--- src/rtl/core/grid_cell_occupancy_counter_assert.svh ---
// Assertion macros shared by the occupancy counter modules.
// No dependencies.
`ifndef GRID_CELL_OCCUPANCY_COUNTER_ASSERT_SVH
`define GRID_CELL_OCCUPANCY_COUNTER_ASSERT_SVH
// Implication checked on every clock edge outside reset.
`define GCOC_ASSERT_IMP(label, clk, rst, pre, post) \
   label: assert property (@(posedge clk) disable iff (rst) (pre) |-> (post)) \
      else $error("assertion failed");
// Implication checked in the cycle after the antecedent.
`define GCOC_ASSERT_NEXT(label, clk, rst, pre, post) \
   label: assert property (@(posedge clk) disable iff (rst) (pre) |=> (post)) \
      else $error("assertion failed");
`endif

--- src/rtl/core/gcoc_pkg.sv ---
// Package for the grid cell occupancy counter: constants, opcodes and types.
// No dependencies.
package gcoc_pkg;
   localparam int TableEntries = 64;
   localparam int IdxW = $clog2(TableEntries);
   localparam int CntW = IdxW + 1;
   localparam logic [15:0] CountMax = 16'hFFFF;
   localparam logic [23:0] GridPitchReset = 24'd2560;

   typedef enum logic [1:0] {
      OP_ADD = 2'd0,
      OP_REMOVE = 2'd1,
      OP_MOVE = 2'd2,
      OP_QUERY = 2'd3
   } op_type;

   typedef struct packed {
      op_type op;
      logic [63:0] key_old;
      logic [63:0] key_new;
   } cmd_type;
endpackage

--- src/rtl/core/gcoc_fifo.sv ---
// Two-entry queue of classified commands between front and back ends.
// Depends on gcoc_pkg.
module gcoc_fifo (
   input  logic clock,
   input  logic reset,
   input  logic in_valid,
   output logic in_ready,
   input  gcoc_pkg::cmd_type in_cmd,
   output logic out_valid,
   input  logic out_ready,
   output gcoc_pkg::cmd_type out_cmd
);
   gcoc_pkg::cmd_type mem_ff [2];
   logic wp_ff, rp_ff;
   logic [1:0] cnt_ff;
   logic wr, rd;

   assign in_ready = cnt_ff != 2'd2;
   assign out_valid = cnt_ff != 2'd0;
   assign wr = in_valid && in_ready;
   assign rd = out_valid && out_ready;
   assign out_cmd = mem_ff[rp_ff];

   always_ff @(posedge clock) begin
      if (reset) begin
         wp_ff <= 1'b0;
         rp_ff <= 1'b0;
         cnt_ff <= 2'd0;
      end else begin
         if (wr) wp_ff <= ~wp_ff;
         if (rd) rp_ff <= ~rp_ff;
         cnt_ff <= cnt_ff + {1'b0, wr} - {1'b0, rd};
      end
      if (wr) mem_ff[wp_ff] <= in_cmd;
   end
endmodule

--- config.mk ---
export PLATFORM = sky130hd
export DESIGN_NAME = gcoc_fifo
export DESIGN_NICKNAME = d
export VERILOG_FILES = /design/src/rtl/core/grid_cell_occupancy_counter_assert.svh /design/src/rtl/core/gcoc_pkg.sv /design/src/rtl/core/gcoc_fifo.sv
export SDC_FILE = /design/constraint.sdc
export NUM_CORES = 1
export LEC_CHECK = 0
export ABC_AREA = 1
export BUFFER_PORTS_ARGS = -buffer_cell sky130_fd_sc_hd__buf_2
export CORE_UTILIZATION = 47
export CTS_CLUSTER_DIAMETER = 80
export CTS_CLUSTER_SIZE = 16
export DETAILED_ROUTE_END_ITERATION = 12
export GPL_TIMING_DRIVEN = 0
export PLACE_DENSITY = 0.79
export SLEW_MARGIN = 20
export SYNTH_ARGS = -nofsm -noshare
export SYNTH_HDL_FRONTEND = slang
export SYNTH_SLANG_ARGS = --single-unit
--- constraint.sdc ---
create_clock -name clock -period 6.8 [get_ports clock]
set_input_delay 0.34 -clock clock [delete_from_list [all_inputs] [get_ports clock]]
set_output_delay 0.34 -clock clock [all_outputs]
set_load 0.01 [all_outputs]
* After elaboration in Yosys (flattened, before gate mapping) *
Memories as Yosys holds them, arrays and structs flattened. A register that Yosys moved wholly into a read port is not among the register bits.
Index checks and enable logic that the tools add are counted.
W data, S select, Z words.

storage, ports and cells
  register bits after elaboration = 4
  bits of input ports = 134
  memory bits (writable) = 260
  output and inout bits = 132
  memories kept = 1

operators by class
  reduce and logical (&&, ||, !) cells = 3
  bitwise gates (word level) = 2
  add/subtract/negate cells = 2
  mux-type cells = 4
  eq/ne operators = 1

memories
  memory  depth  bits a word  rd ports  clocked after memory_dff  write ports  RTL line         source
  mem_ff  2      130          1         1                         1            gcoc_fifo.sv:13  gcoc_pkg::cmd_type mem_ff [2];

operators by type and width
  operator              count
  $mux W1               4
  $add A2 B1 Y2         1
  $logic_and A1 B1 Y1   2
  $ne A2 B2 Y1 const B  1
  $not A1 Y1            2
  $reduce_bool A2 Y1    1
  $sub A2 B1 Y2         1

* Longest topological paths before layout *
  word-level depth = 4
  gate-level depth with buffers = 11

* Worst setup path before layout *
OpenSTA, ideal clock, no wires.

  kind = register to register
  start = reg cnt_ff[0]
  end = mem mem_ff[0][0] (netlist name), enable pin
  path slack = 0.153 ns
  data required time = 6.180 ns
  stages on the path, launching flop included = 5
  library setup time = 0.620 ns
  path buffers = 0
  arrival time = 6.026 ns
  path through = dfxtp_1 -> inv_1 -> nand2_1 -> nand2_1 -> nor2_1

on the way
  longest elaborated chain between the ends = 4

ends and longest elaborated chain
  what                           RTL line         source
  start, declared                gcoc_fifo.sv:15  logic [1:0] cnt_ff;
  start signal, assigned         gcoc_fifo.sv:32  cnt_ff <= cnt_ff + {1'b0, wr} - {1'b0, rd};
  $ne A2 B2 Y1                   gcoc_fifo.sv:18  assign in_ready = cnt_ff != 2'd2;
  named net in_ready             gcoc_fifo.sv:7   output logic in_ready,
  $logic_and A1 B1 Y1            gcoc_fifo.sv:20  assign wr = in_valid && in_ready;
  $mux W1                        gcoc_fifo.sv:34  if (wr) mem_ff[wp_ff] <= in_cmd;
  $mux W1 (implied by the code)  gcoc_fifo.sv:34
  end, declared                  gcoc_fifo.sv:13

The timed path passes the listed nets, and every way through them passes these cells.

* Worst setup path after layout *
  start = reg cnt_ff[0]
  end = mem mem_ff[0][124] (netlist name), enable pin

on the way
  longest elaborated chain between the ends = 4

ends and longest elaborated chain
  what                           RTL line
  $ne A2 B2 Y1                   gcoc_fifo.sv:18
  $logic_and A1 B1 Y1            gcoc_fifo.sv:20
  $mux W1                        gcoc_fifo.sv:34
  $mux W1 (implied by the code)  gcoc_fifo.sv:34

Every way passes these cells.

==> run summary <==
CP Class: flop to flop
Die X-Extent: 145 um
status: finished, final reports clean
CTS root buffer: clkbuf_16
Tcrit/Tclk final: 32.6%
CTS tree: done
clock slew at reported path FFs: 0.07 ns
R2R Setup Slk: 4.59 ns
H-Tree Depth: 1
GPL Wtd Cong: 0.758
Layout area overhead: 26.0%
Clock Tree Buf Depth: 3
number of iterations in the first detailed-routing pass: 4
Rel. slew slack: 65.6%
Detail Placement HPWL: 11700 um
layout net count: 881
syn avg cell area: 21.9 um^2
first-pass GRT wire length: 27000 um
Pwr Density: 350 nW/um^2
worst endpoint required time: 7.00 ns
post-synthesis compound-gate area fraction: 0.104%
CP arrival: 2.41 ns
Min-Delay Path Class: input pin to flop
io pins: 266
Final Slew Violations: 0
# port buffers: 265
Synth Cell Area: 9650 um^2
Mapped Cells: 441
Detail Route Antenna Nets: 0
hold buffers post-CTS: 6
syn nets: 577
cell at the slowest stage of the critical path: nor2_4
Via Count: 4984
Sink Count: 265
core area: 20200 um^2
number of gates resized after cts: 0
main combinational cell family by area after synthesis: multiplexers
pin count of the biggest net entering global routing: 76
post-layout util: 60.3%
layout cells sized above 1: 58.6%
placed insts: 983
GRT Util Overall: 16.5%
slowest stage delay, CP: 0.43 ns
initial cell density of the core: 47.8%
setup TNS: 0 ns
post-synthesis simple-gate area fraction: 0.817%
Via density: 4.87
RSZ-0062 raised after global routing: no
worst hold endpoint: mem_ff[1][75]
number of synthesized register bits: 265
Post-Layout Cell Count: 1024
CP endpoint kind: flop
worst reg2reg path depth: 8
R2R Path End: mem_ff[0][124]
fmax: 452 MHz
number of global-route vias before repair: 5177
peak supply drop: 0.370 mV
fin crit period: 2.21 ns
Setup Fix Bufs, Post-CTS: 0
number of max-cap violations: 0
Routed Wire Length: 17700 um
setup violators final: 0
DR WL/cell: 17.3 um
hold path startpoint: in_cmd[75]
initial antenna violation count: 3
worst skew pair latency: 0.49 ns
Worst Skew: 0.0153 ns
Die Footprint: 21100 um^2
startpoint types: flop
grt ovf: 0
initial drt markers: 199
Synth Area in Adders: 0.259%
post-synthesis mux area share: 15.2%
Ys Warns: 0
CTS buffer count: 20
post-synthesis cell type count: 12
total power: 4.25 mW
WHS Path Cells: 1
Die H: 145 um
Fin Hold WS: 0.0298 ns
Post-Synth XOR/XNOR Area: 0%
CP Max Fanout: 25
fillcell total: 1518
P_leak: 4.56 nW
DRC viols: 0
CP cell instances: inv_1 > nand2_1 > nand2_1 > nor2_4 > buf_12 > buf_12 > buf_16 > buf_16
row cnt: 52
R2R Path Start: cnt_ff[0]
Worst Max-Slew Pin Slew: 0.515 ns
Final Hold Fails: 0
Seq/Total Area, Yosys: 81.9%
layer usage:
layer	global-route usage (%)	vias to the layer above	share of wire, %	routed length [um]
li1	-	2337	-	-
met1	18.7	2441	38	6720
met2	29.7	177	52	9170
met3	5.09	29	7.5	1330
met4	5.11	0	2.6	458
met5	0	-	0	0
synthesized netlist by cell type:
cell type	number	share of area (%)
nand2_1	8	0.31
dfxtp_1	5	1.0
nand3_1	3	0.16
ha_1	2	0.26
mux2_2	130	15
buf_6	10	1.2
inv_1	8	0.31
nor2_1	9	0.35
buf_2	3	0.16
buf_4	1	0.078
a21oi_1	2	0.10
edfxtp_1	260	81
stage by stage:
step	area (um^2)	setup slack, ns
5_1_grt	12200	4.42
2_1_floorplan	9650	0.153
3_3_place_gp	11300	-2.88
3_5_place_dp	11500	4.57
6_report	12200	4.59
4_1_cts	12100	4.54
cell usage in the layout (no fill, tap or decap):
cell	count
buf_2	268
edfxtp_1	260
mux2_2	130
clkbuf_16	21
buf_6	10
dlygate4sd3_1	10
nor2_1	8
nand2_1	8
inv_1	7
clkbuf_1	6
dfxtp_1	5
buf_16	4
diode_2	3
nand3_1	3
buf_12	3
a21oi_1	2
ha_1	2
buf_4	1
inv_8	1
nor2_4	1
inv_6	1
cells by family after synthesis:
logic type                 Yosys count
DFF                                265
buffers and inverters               22
and+or+nand+nor                     20
muxes                              130
adders and majority gates            2
AOI/OAI and AO/OA                    2
worst max-delay path: cells and delay by family, from the launching register on:
kind	cells	cell delay (ns)
buffers and inverters	5	0.85
AND/OR/NAND/NOR	3	0.67
flip-flops	1	0.36
report_power, final:
group	total, mW	internal (mW)	switching, mW
Sequential	2.11	2.06	0.0494
Combinational	1.08	0.514	0.568
Clock	1.06	0.561	0.499
flip-flops by register name (all words and copies together), names as in the netlist, named ones only:
name	cells
wp_ff	1
mem_ff	260
rp_ff	1
cnt_ff	2
worst max-delay path by stage:
stage	startpoint	endpoint	slack, ns	depth (start not counted)
after floorplan	cnt_ff[0]	mem_ff[0][0]	0.15	4
after global placement	cnt_ff[0]	mem_ff[0][122]	-2.88	4
after detailed placement	cnt_ff[0]	mem_ff[0][124]	4.57	8
after CTS	cnt_ff[0]	mem_ff[0][124]	4.54	8
after global routing	cnt_ff[0]	mem_ff[0][124]	4.42	8
final	cnt_ff[0]	mem_ff[0][124]	4.59	8
layout make-up:
| class | instances | area [um^2] | share of cell area [%] |
|---|---|---|---|
| sequential | 265 | 7910 | 65.0 |
| multi-input combinational | 154 | 1590 | 13.0 |
| buffer | 14 | 135 | 1.11 |
| tap | 270 | 338 | 2.78 |
| antenna | 3 | 7.51 | 0.0617 |
| clock inverter | 1 | 8.76 | 0.0720 |
| timing repair buffer | 282 | 1600 | 13.1 |
| inverter | 8 | 37.5 | 0.309 |
| clock buffer | 27 | 548 | 4.51 |
(Power assumes the default switching activity.)
