--- src/rtl/core/grid_cell_occupancy_counter_assert.svh ---
// Assertion macros shared by the occupancy counter modules.
// No dependencies.
`ifndef GRID_CELL_OCCUPANCY_COUNTER_ASSERT_SVH
`define GRID_CELL_OCCUPANCY_COUNTER_ASSERT_SVH
// Implication checked on every clock edge outside reset.
`define GCOC_ASSERT_IMP(label, clk, rst, pre, post) \
   label: assert property (@(posedge clk) disable iff (rst) (pre) |-> (post)) \
      else $error("assertion failed");
// Implication checked in the cycle after the antecedent.
`define GCOC_ASSERT_NEXT(label, clk, rst, pre, post) \
   label: assert property (@(posedge clk) disable iff (rst) (pre) |=> (post)) \
      else $error("assertion failed");
`endif

--- src/rtl/core/gcoc_pkg.sv ---
// Package for the grid cell occupancy counter: constants, opcodes and types.
// No dependencies.
package gcoc_pkg;
   localparam int TableEntries = 64;
   localparam int IdxW = $clog2(TableEntries);
   localparam int CntW = IdxW + 1;
   localparam logic [15:0] CountMax = 16'hFFFF;
   localparam logic [23:0] GridPitchReset = 24'd2560;

   typedef enum logic [1:0] {
      OP_ADD = 2'd0,
      OP_REMOVE = 2'd1,
      OP_MOVE = 2'd2,
      OP_QUERY = 2'd3
   } op_type;

   typedef struct packed {
      op_type op;
      logic [63:0] key_old;
      logic [63:0] key_new;
   } cmd_type;
endpackage

--- src/rtl/core/gcoc_div.sv ---
// Serial floor divider of a signed 32-bit coordinate by the cell size.
// No dependencies.
module gcoc_div (
   input  logic clock,
   input  logic reset,
   input  logic start,
   input  logic [31:0] dividend,
   input  logic [23:0] divisor,
   output logic busy,
   output logic done,
   output logic [31:0] quotient
);
   logic [5:0] step_ff, step_in;
   logic busy_ff, busy_in, done_ff, done_in, neg_ff, neg_in;
   logic [31:0] q_ff, q_in;
   logic [24:0] rem_ff, rem_in;
   logic [23:0] div_ff, div_in;
   logic [24:0] trial;
   logic [31:0] mag;
   logic [31:0] qfin;

   always_comb begin
      mag = dividend[31] ? (~dividend + 32'd1) : dividend;
      trial = {rem_ff[23:0], q_ff[31]};
      step_in = step_ff;
      busy_in = busy_ff;
      done_in = 1'b0;
      neg_in = neg_ff;
      q_in = q_ff;
      rem_in = rem_ff;
      div_in = div_ff;
      qfin = 32'd0;
      if (start && !busy_ff) begin
         busy_in = 1'b1;
         step_in = 6'd0;
         neg_in = dividend[31];
         q_in = mag;
         rem_in = 25'd0;
         div_in = (divisor == 24'd0) ? 24'd1 : divisor;
      end else if (busy_ff) begin
         q_in = {q_ff[30:0], 1'b0};
         if (trial >= {1'b0, div_ff}) begin
            rem_in = trial - {1'b0, div_ff};
            q_in[0] = 1'b1;
         end else begin
            rem_in = trial;
         end
         step_in = step_ff + 6'd1;
         if (step_ff == 6'd31) begin
            busy_in = 1'b0;
            done_in = 1'b1;
         end
      end
      if (!neg_ff) begin
         qfin = q_ff;
      end else if (rem_ff != 25'd0) begin
         qfin = ~q_ff;
      end else begin
         qfin = ~q_ff + 32'd1;
      end
   end

   always_ff @(posedge clock) begin
      if (reset) begin
         busy_ff <= 1'b0;
         done_ff <= 1'b0;
      end else begin
         busy_ff <= busy_in;
         done_ff <= done_in;
      end
      step_ff <= step_in;
      neg_ff <= neg_in;
      q_ff <= q_in;
      rem_ff <= rem_in;
      div_ff <= div_in;
   end

   assign busy = busy_ff;
   assign done = done_ff;
   assign quotient = qfin;
endmodule

--- src/rtl/core/gcoc_front.sv ---
// Front end: accepts words, maps positions to cell keys with four dividers.
// Depends on gcoc_pkg and gcoc_div.
`include "grid_cell_occupancy_counter_assert.svh"
module gcoc_front (
   input  logic clock,
   input  logic reset,
   input  logic req_push,
   output logic req_full,
   input  logic [1:0] req_opcode,
   input  logic signed [31:0] req_pos_x,
   input  logic signed [31:0] req_pos_y,
   input  logic signed [31:0] req_new_x,
   input  logic signed [31:0] req_new_y,
   input  logic [23:0] grid_pitch,
   output logic cmd_valid,
   input  logic cmd_ready,
   output gcoc_pkg::cmd_type cmd
);
   logic busy_ff, busy_in, hold_ff, hold_in;
   gcoc_pkg::op_type op_ff, op_in;
   logic [3:0] busy_d, done_d;
   logic [31:0] q0, q1, q2, q3;
   logic start;

   assign start = req_push && !req_full;
   assign req_full = busy_ff || hold_ff;

   gcoc_div u_div0 (.clock, .reset, .start, .dividend(req_pos_x), .divisor(grid_pitch),
      .busy(busy_d[0]), .done(done_d[0]), .quotient(q0));
   gcoc_div u_div1 (.clock, .reset, .start, .dividend(req_pos_y), .divisor(grid_pitch),
      .busy(busy_d[1]), .done(done_d[1]), .quotient(q1));
   gcoc_div u_div2 (.clock, .reset, .start, .dividend(req_new_x), .divisor(grid_pitch),
      .busy(busy_d[2]), .done(done_d[2]), .quotient(q2));
   gcoc_div u_div3 (.clock, .reset, .start, .dividend(req_new_y), .divisor(grid_pitch),
      .busy(busy_d[3]), .done(done_d[3]), .quotient(q3));

   always_comb begin
      busy_in = busy_ff;
      hold_in = hold_ff;
      op_in = op_ff;
      if (start) begin
         busy_in = 1'b1;
         op_in = gcoc_pkg::op_type'(req_opcode);
      end
      if (done_d[0]) begin
         busy_in = 1'b0;
         hold_in = 1'b1;
      end
      if (hold_ff && cmd_ready) begin
         hold_in = 1'b0;
      end
   end

   always_ff @(posedge clock) begin
      if (reset) begin
         busy_ff <= 1'b0;
         hold_ff <= 1'b0;
      end else begin
         busy_ff <= busy_in;
         hold_ff <= hold_in;
      end
      op_ff <= op_in;
   end

   assign cmd_valid = hold_ff;
   assign cmd.op = op_ff;
   assign cmd.key_old = {q0, q1};
   assign cmd.key_new = {q2, q3};

   `GCOC_ASSERT_IMP(a_div_lockstep, clock, reset, 1'b1, (busy_d == 4'h0) || (busy_d == 4'hF))
   `GCOC_ASSERT_IMP(a_no_overlap, clock, reset, busy_ff, !hold_ff)
   `GCOC_ASSERT_NEXT(a_start_busy, clock, reset, start, busy_d[0])
   `GCOC_ASSERT_IMP(a_done_sync, clock, reset, 1'b1, done_d == {4{done_d[0]}})
endmodule

--- config.mk ---
export PLATFORM = sky130hd
export DESIGN_NAME = gcoc_front
export DESIGN_NICKNAME = d
export VERILOG_FILES = /design/src/rtl/core/gcoc_pkg.sv /design/src/rtl/core/gcoc_div.sv /design/src/rtl/core/gcoc_front.sv
export VERILOG_INCLUDE_DIRS = /design/src /design/src/rtl/core
export SDC_FILE = /design/constraint.sdc
export NUM_CORES = 1
export LEC_CHECK = 0
export BUFFER_PORTS_ARGS = -buffer_cell sky130_fd_sc_hd__buf_2
export CELL_PAD_IN_SITES_DETAIL_PLACEMENT = 0
export CELL_PAD_IN_SITES_GLOBAL_PLACEMENT = 2
export CORE_UTILIZATION = 39
export CTS_CLUSTER_SIZE = 14
export DETAILED_ROUTE_END_ITERATION = 16
export PLACE_DENSITY = 0.89
export REMOVE_ABC_BUFFERS = 1
export SLEW_MARGIN = 5
export SYNTH_ARGS = -nofsm -noshare
export SYNTH_HDL_FRONTEND = slang
export SYNTH_SLANG_ARGS = --single-unit
--- constraint.sdc ---
create_clock -name clock -period 9.87 [get_ports clock]
set_clock_uncertainty 0.05 [all_clocks]
set_input_delay 0.987 -clock clock [delete_from_list [all_inputs] [get_ports clock]]
set_output_delay 0.987 -clock clock [all_outputs]
set_load 0.05 [all_outputs]
Yosys cells after proc, flatten, opt, wreduce, memory -nomap -nowiden --
Index checks and enable logic that the tools add are counted.
Operators by class: bitwise logic cells 9, multiplexer cells 42, equality and inequality tests 4, reduce and logical (&&, ||, !) cells 24, magnitude comparators 4, add/subtract/negate cells 16
Operator list (number):
- $mux W32 | 20
- $add A32 B1 Y32 const B | 8
- $not A32 Y32 | 8
- $ge A25 B24 Y1 | 4
- $mux W25 | 4
- $reduce_bool A25 Y1 | 4
- $sub A25 B24 Y25 | 4
- $add A6 B1 Y6 const B | 4
- $eq A6 B5 Y1 const B | 4
- $logic_not A24 Y1 | 1
- $mux W24 | 1
- $mux W1 | 17
- $reduce_bool A2 Y1 | 4
- $logic_and A1 B1 Y1 | 6
- $logic_not A1 Y1 | 5
- $reduce_or A2 Y1 | 2
- $reduce_or A3 Y1 | 1
- $logic_or A1 B1 Y1 | 1
- $not A1 Y1 | 1
Word-level totals: bits of input ports 158, output and inout bits 132, bits in registers 361

Logic depth before layout (Yosys ltp) --
word-level depth 5, gate-level depth with buffers 15, gate-level depth less buffers 12

Cells and area by module --
A second synthesis with hierarchy kept.
Second synthesis, totals: cells, all modules 2866, area total of the unflattened synthesis 25152.9 µm²
Modules (own cells, without submodules):
- gcoc_div (u_div3) | cells each 729, area an instance 6349.8 µm², sequential area each 2372.3 µm², times used 1
- gcoc_div (u_div1) | cells each 716, area an instance 6264.8 µm², sequential area each 2372.3 µm², times used 1
- gcoc_div (u_div0) | cells each 723, area an instance 6257.3 µm², sequential area each 2372.3 µm², times used 1
- gcoc_div (u_div2) | cells each 686, area an instance 6135.9 µm², sequential area each 2372.3 µm², times used 1
- gcoc_front | cells each 12, area an instance 145.1 µm², sequential area each 100.1 µm², times used 1

Worst setup path before layout --
Ideal clock, no wire load.
path type flip-flop to output port, start register u_div1.q_ff[8], end output cmd[90] (netlist name), arrival 3.374 ns, required time 8.833 ns, stages on the path, launching flop included 9, path buffers 0, slack 5.459 ns, cell sequence edfxtp_1 -> or3_1 -> or3_1 -> or3b_2 -> nor4_1 -> nand3_1 -> o31ai_1 -> nand2_1 -> xor2_1
RTL lines:
- from (decl) | line gcoc_div.sv:15 | logic [31:0] q_ff, q_in;
- from (signal assigned) | line gcoc_div.sv:73 | q_ff <= q_in;
- to (decl) | line gcoc_front.sv:17 | output gcoc_pkg::cmd_type cmd

==> metrics.log <==
INFO  metric netlist_instances = ~2700
INFO  metric nFillCells = 5943
INFO  metric critical-path-max-stage-delay = just over 0.6 ns
INFO  metric vias_per_cell = ~5.5
INFO  metric r2r_start = u_div3.div_ff[6]
INFO  metric drc_errors = 0
INFO  metric pwr_density_cell = about 260 nW/um^2
INFO  metric global_route.usage.total = roughly 22%
INFO  metric achievable-frequency = 194.4 MHz
INFO  metric wl = just under 70000 um
INFO  metric timing_worst_setup_path_type = register to output pin
INFO  metric synth_edf_count = 230
INFO  metric number_of_global_route_vias_before_repair = around 20000
INFO  metric core_area = between 60000 and 70000 sq um
INFO  metric cts_post_setup_buffers_inserted = 0
INFO  metric fraction_of_final_layout_cells_sized_beyond_drive_strength_1 = between 10% and 20%
INFO  metric cp.required = a little under 9 ns
INFO  metric pin_count_of_the_biggest_net_entering_global_routing = 64
INFO  metric ir_drop = ~0.13 mV
INFO  metric finalSetupViolations = 0
INFO  metric timing.critical_path.mode_cell = or4_1
INFO  metric count_of_pins_on_the_block_boundary = 290
INFO  metric worst_rel_slew_slack = 14.55%
INFO  metric gr-total-overflow = 0
INFO  metric finalMaxSlewViolations = 0
INFO  metric place.detailed.hpwl = 50230 um
INFO  metric cap_violations = 0
INFO  metric chipWidth = between 200 and 300 um
INFO  metric detailroute.via_count = roughly 21000
INFO  metric insertion_delay = around 0.57 ns
INFO  metric clockBufferDepth = 3
INFO  metric rows = 90
INFO  metric grt_pass1_wl = roughly 110000 um
INFO  metric instances_no_fill = around 3800
INFO  metric final_util = between 40% and 50%
INFO  metric synth-seq-cells = between 300 and 400
INFO  metric whs_endpoint = busy_ff
INFO  metric finish.net_count = about 3200
INFO  metric wire_per_inst = approximately 18 um
INFO  metric arrival = 4.11 ns
INFO  metric detail_route.iter0.violations = between 1000 and 1500
INFO  metric run_status = finished, final reports clean
INFO  metric port_buffers = between 200 and 300
INFO  metric unique_cell_type_count_in_the_yosys_netlist = 72
INFO  metric ff2ff_path_depth = 9
INFO  metric syn_to_final_growth = 15.27%
INFO  metric seq_area_frac_synth = around 39%
INFO  metric critical_path_endpoint_category = output pin
INFO  metric final_hold_viol_count = 0
INFO  metric postCtsHoldBufs = 0
INFO  metric antenna_found_initial = 9
INFO  metric yosysWarnings = 0
INFO  metric die_height = about 250 um
INFO  metric min_period = slightly above 5 ns
INFO  metric cts_made_buffers = 46
INFO  metric place.detailed.instances = around 3700
INFO  metric final.period_utilization = 52.12%
INFO  metric totalNegativeSetupSlack = 0 ns
INFO  metric initial_drt_pass_iterations = 7
INFO  metric clk_root_buffer_cell = clkbuf_16
INFO  metric crit_path_top_delay_cell = or4_1
INFO  metric hold_path_depth = 1
INFO  metric worstSetupStartpoint = u_div2.q_ff[12]
INFO  metric initial_utilization = between 30 and 40%
INFO  metric grt_setup_unrepaired = false
INFO  metric min_from = u_div0.done
INFO  metric postSynthAreaPerCell = 8.792 sq um
INFO  metric static-leakage-power = between 0.01 and 0.015 uW
INFO  metric minimum_setup_slack_among_reg_to_reg_paths = roughly 5.9 ns
INFO  metric final.hold.worst_slack = approximately 0.38 ns
INFO  metric clkSlewWorstSetupHoldPaths = around 0.060 ns
INFO  metric numClockSinks = between 300 and 400
INFO  metric fp.dieArea = around 63000 sq um
INFO  metric post_cts.resized_instances = 0
INFO  metric postSynth.asyncResetShare = 0%
INFO  metric synth.cell_area = about 24000 sq um
INFO  metric synth_flop_cell = edfxtp_1
INFO  metric cts_tree = done
INFO  metric critPathLaunchType = register
INFO  metric gp_routability_congestion = roughly 0.90
INFO  metric cts-htree-levels = 2
INFO  metric hold_path.class = register to register
INFO  metric worst-slew-pin-transition = 1.277 ns
INFO  metric crit-reg2reg-capture = u_div3.rem_ff[16]
INFO  metric path_max_fanout = 5
INFO  metric antenna_violating_nets_post_route = 0
INFO  metric path_cells = or4_1 -> or4_1 -> or4b_1 -> or3_1 -> nor2_1 -> nand2_1 -> o31ai_1 -> xnor2_1 -> buf_2
-- synth_stat cells (35+ instances only) --
library cell	count	area, sq um
xor2_1	163	1428
inv_1	155	581.8
nor2_1	120	450.4
a21oi_1	99	495.5
nand3_1	50	250.2
nor3_1	49	245.2
nand2_1	419	1573
dfxtp_1	131	2623
o31ai_1	75	563.0
ha_1	108	1351
o21ai_0	311	1556
or3_1	35	219.0
edfxtp_1	230	6907
clkbuf_1	115	431.7
a21o_1	40	300.3
nor4_1	43	269.0
xnor2_1	165	1445
-- how the worst max path moves through the flow --
| stage | slack [ns] | depth (start not counted) | end |
|---|---|---|---|
| after floorplan | 4.82 | 6 | u_div1.q_ff[31] |
| after global placement | 5.41 | 9 | cmd[63] |
| after detailed placement | 5.37 | 9 | cmd[59] |
| after CTS | 4.72 | 9 | cmd[59] |
| after global routing | 4.43 | 10 | cmd[123] |
| final | 4.73 | 9 | cmd[59] |
-- placed cells by master (no fill, tap or decap), drive strengths merged, types with 40 or more instances in the layout --
| cell type | n |
|---|---|
| nand3 | 50 |
| xor2 | 163 |
| dfxtp | 131 |
| nor4 | 43 |
| xnor2 | 165 |
| nor2 | 120 |
| buf | 307 |
| inv | 153 |
| a21o | 40 |
| edfxtp | 230 |
| clkbuf | 61 |
| nand2 | 419 |
| o21ai | 313 |
| nor3 | 49 |
| o31ai | 75 |
| a21oi | 99 |
| ha | 108 |
-- kinds of logic (layout without fill, tap and decap cells) --
| logic type | count (synthesis) | after routing | synth area share, % |
|---|---|---|---|
| other cells | 0 | 5 | 0 |
| simple gates | 888 | 888 | 17.45 |
| xor+xnor | 328 | 328 | 11.90 |
| buf+inv | 286 | 549 | 4.445 |
| compound gates | 736 | 736 | 19.26 |
| fa+ha+maj | 112 | 112 | 5.927 |
| flops | 361 | 361 | 39.46 |
| mux | 36 | 36 | 1.570 |
-- metal layers --
metal / wire, um / GRT usage (%) / vias up
li1: - / - / 10420
met1: 31890 / 29.00 / 10020
met2: 32550 / 35.63 / 447
met3: 2963 / 2.796 / 126
met4: 1976 / 7.134 / 4
met5: 27 / 0 / -
-- critical path, delay by kind of cell (launching register included) --
family                 cells  cell delay (ns)
AO/OA/AOI/OAI              1             0.32
XOR/XNOR                   1             0.15
buffers and inverters      1             0.28
flip-flops                 1             0.46
AND/OR/NAND/NOR            6             2.33
-- per-stage QoR --
stage,total power (uW),cell area [sq um],setup WS [ns]
3_3_place_gp,5461,26250,5.413
4_1_cts,7295,27830,4.721
3_5_place_dp,5499,26250,5.369
6_report,7253,27840,4.726
5_1_grt,7703,27840,4.434
2_1_floorplan,4640,23660,4.819
-- cell type report --
cell class,count,area [sq um],share of cell area [%]
Clock buffer,61,1323,4.751
Antenna cell,5,12.51,0.04495
Timing Repair Buffer,307,1582,5.681
Multi-Input combinational cell,2100,13570,48.76
Inverter,156,585.6,2.103
Tap cell,782,978.4,3.515
Sequential cell,361,9530,34.24
Clock inverter,25,254.0,0.9124
-- registers in the layout, summed over array words and instances, names as in the netlist, 6 cells and up --
signal,cells
u_div2.div_ff,24
u_div0.rem_ff,25
u_div2.step_ff,6
u_div2.q_ff,32
u_div3.q_ff,32
u_div3.div_ff,24
u_div0.q_ff,32
u_div0.div_ff,24
u_div3.rem_ff,25
u_div1.q_ff,32
u_div0.step_ff,6
u_div1.step_ff,6
u_div2.rem_ff,25
u_div1.rem_ff,25
u_div3.step_ff,6
u_div1.div_ff,24
-- power breakdown --
part           internal (uW)  switching (uW)  leakage, uW
Clock                   1070             682     0.000781
Sequential              1960             341      0.00331
Combinational           1140            2060      0.00721
No activity file was read; power rests on OpenSTA's default activity.
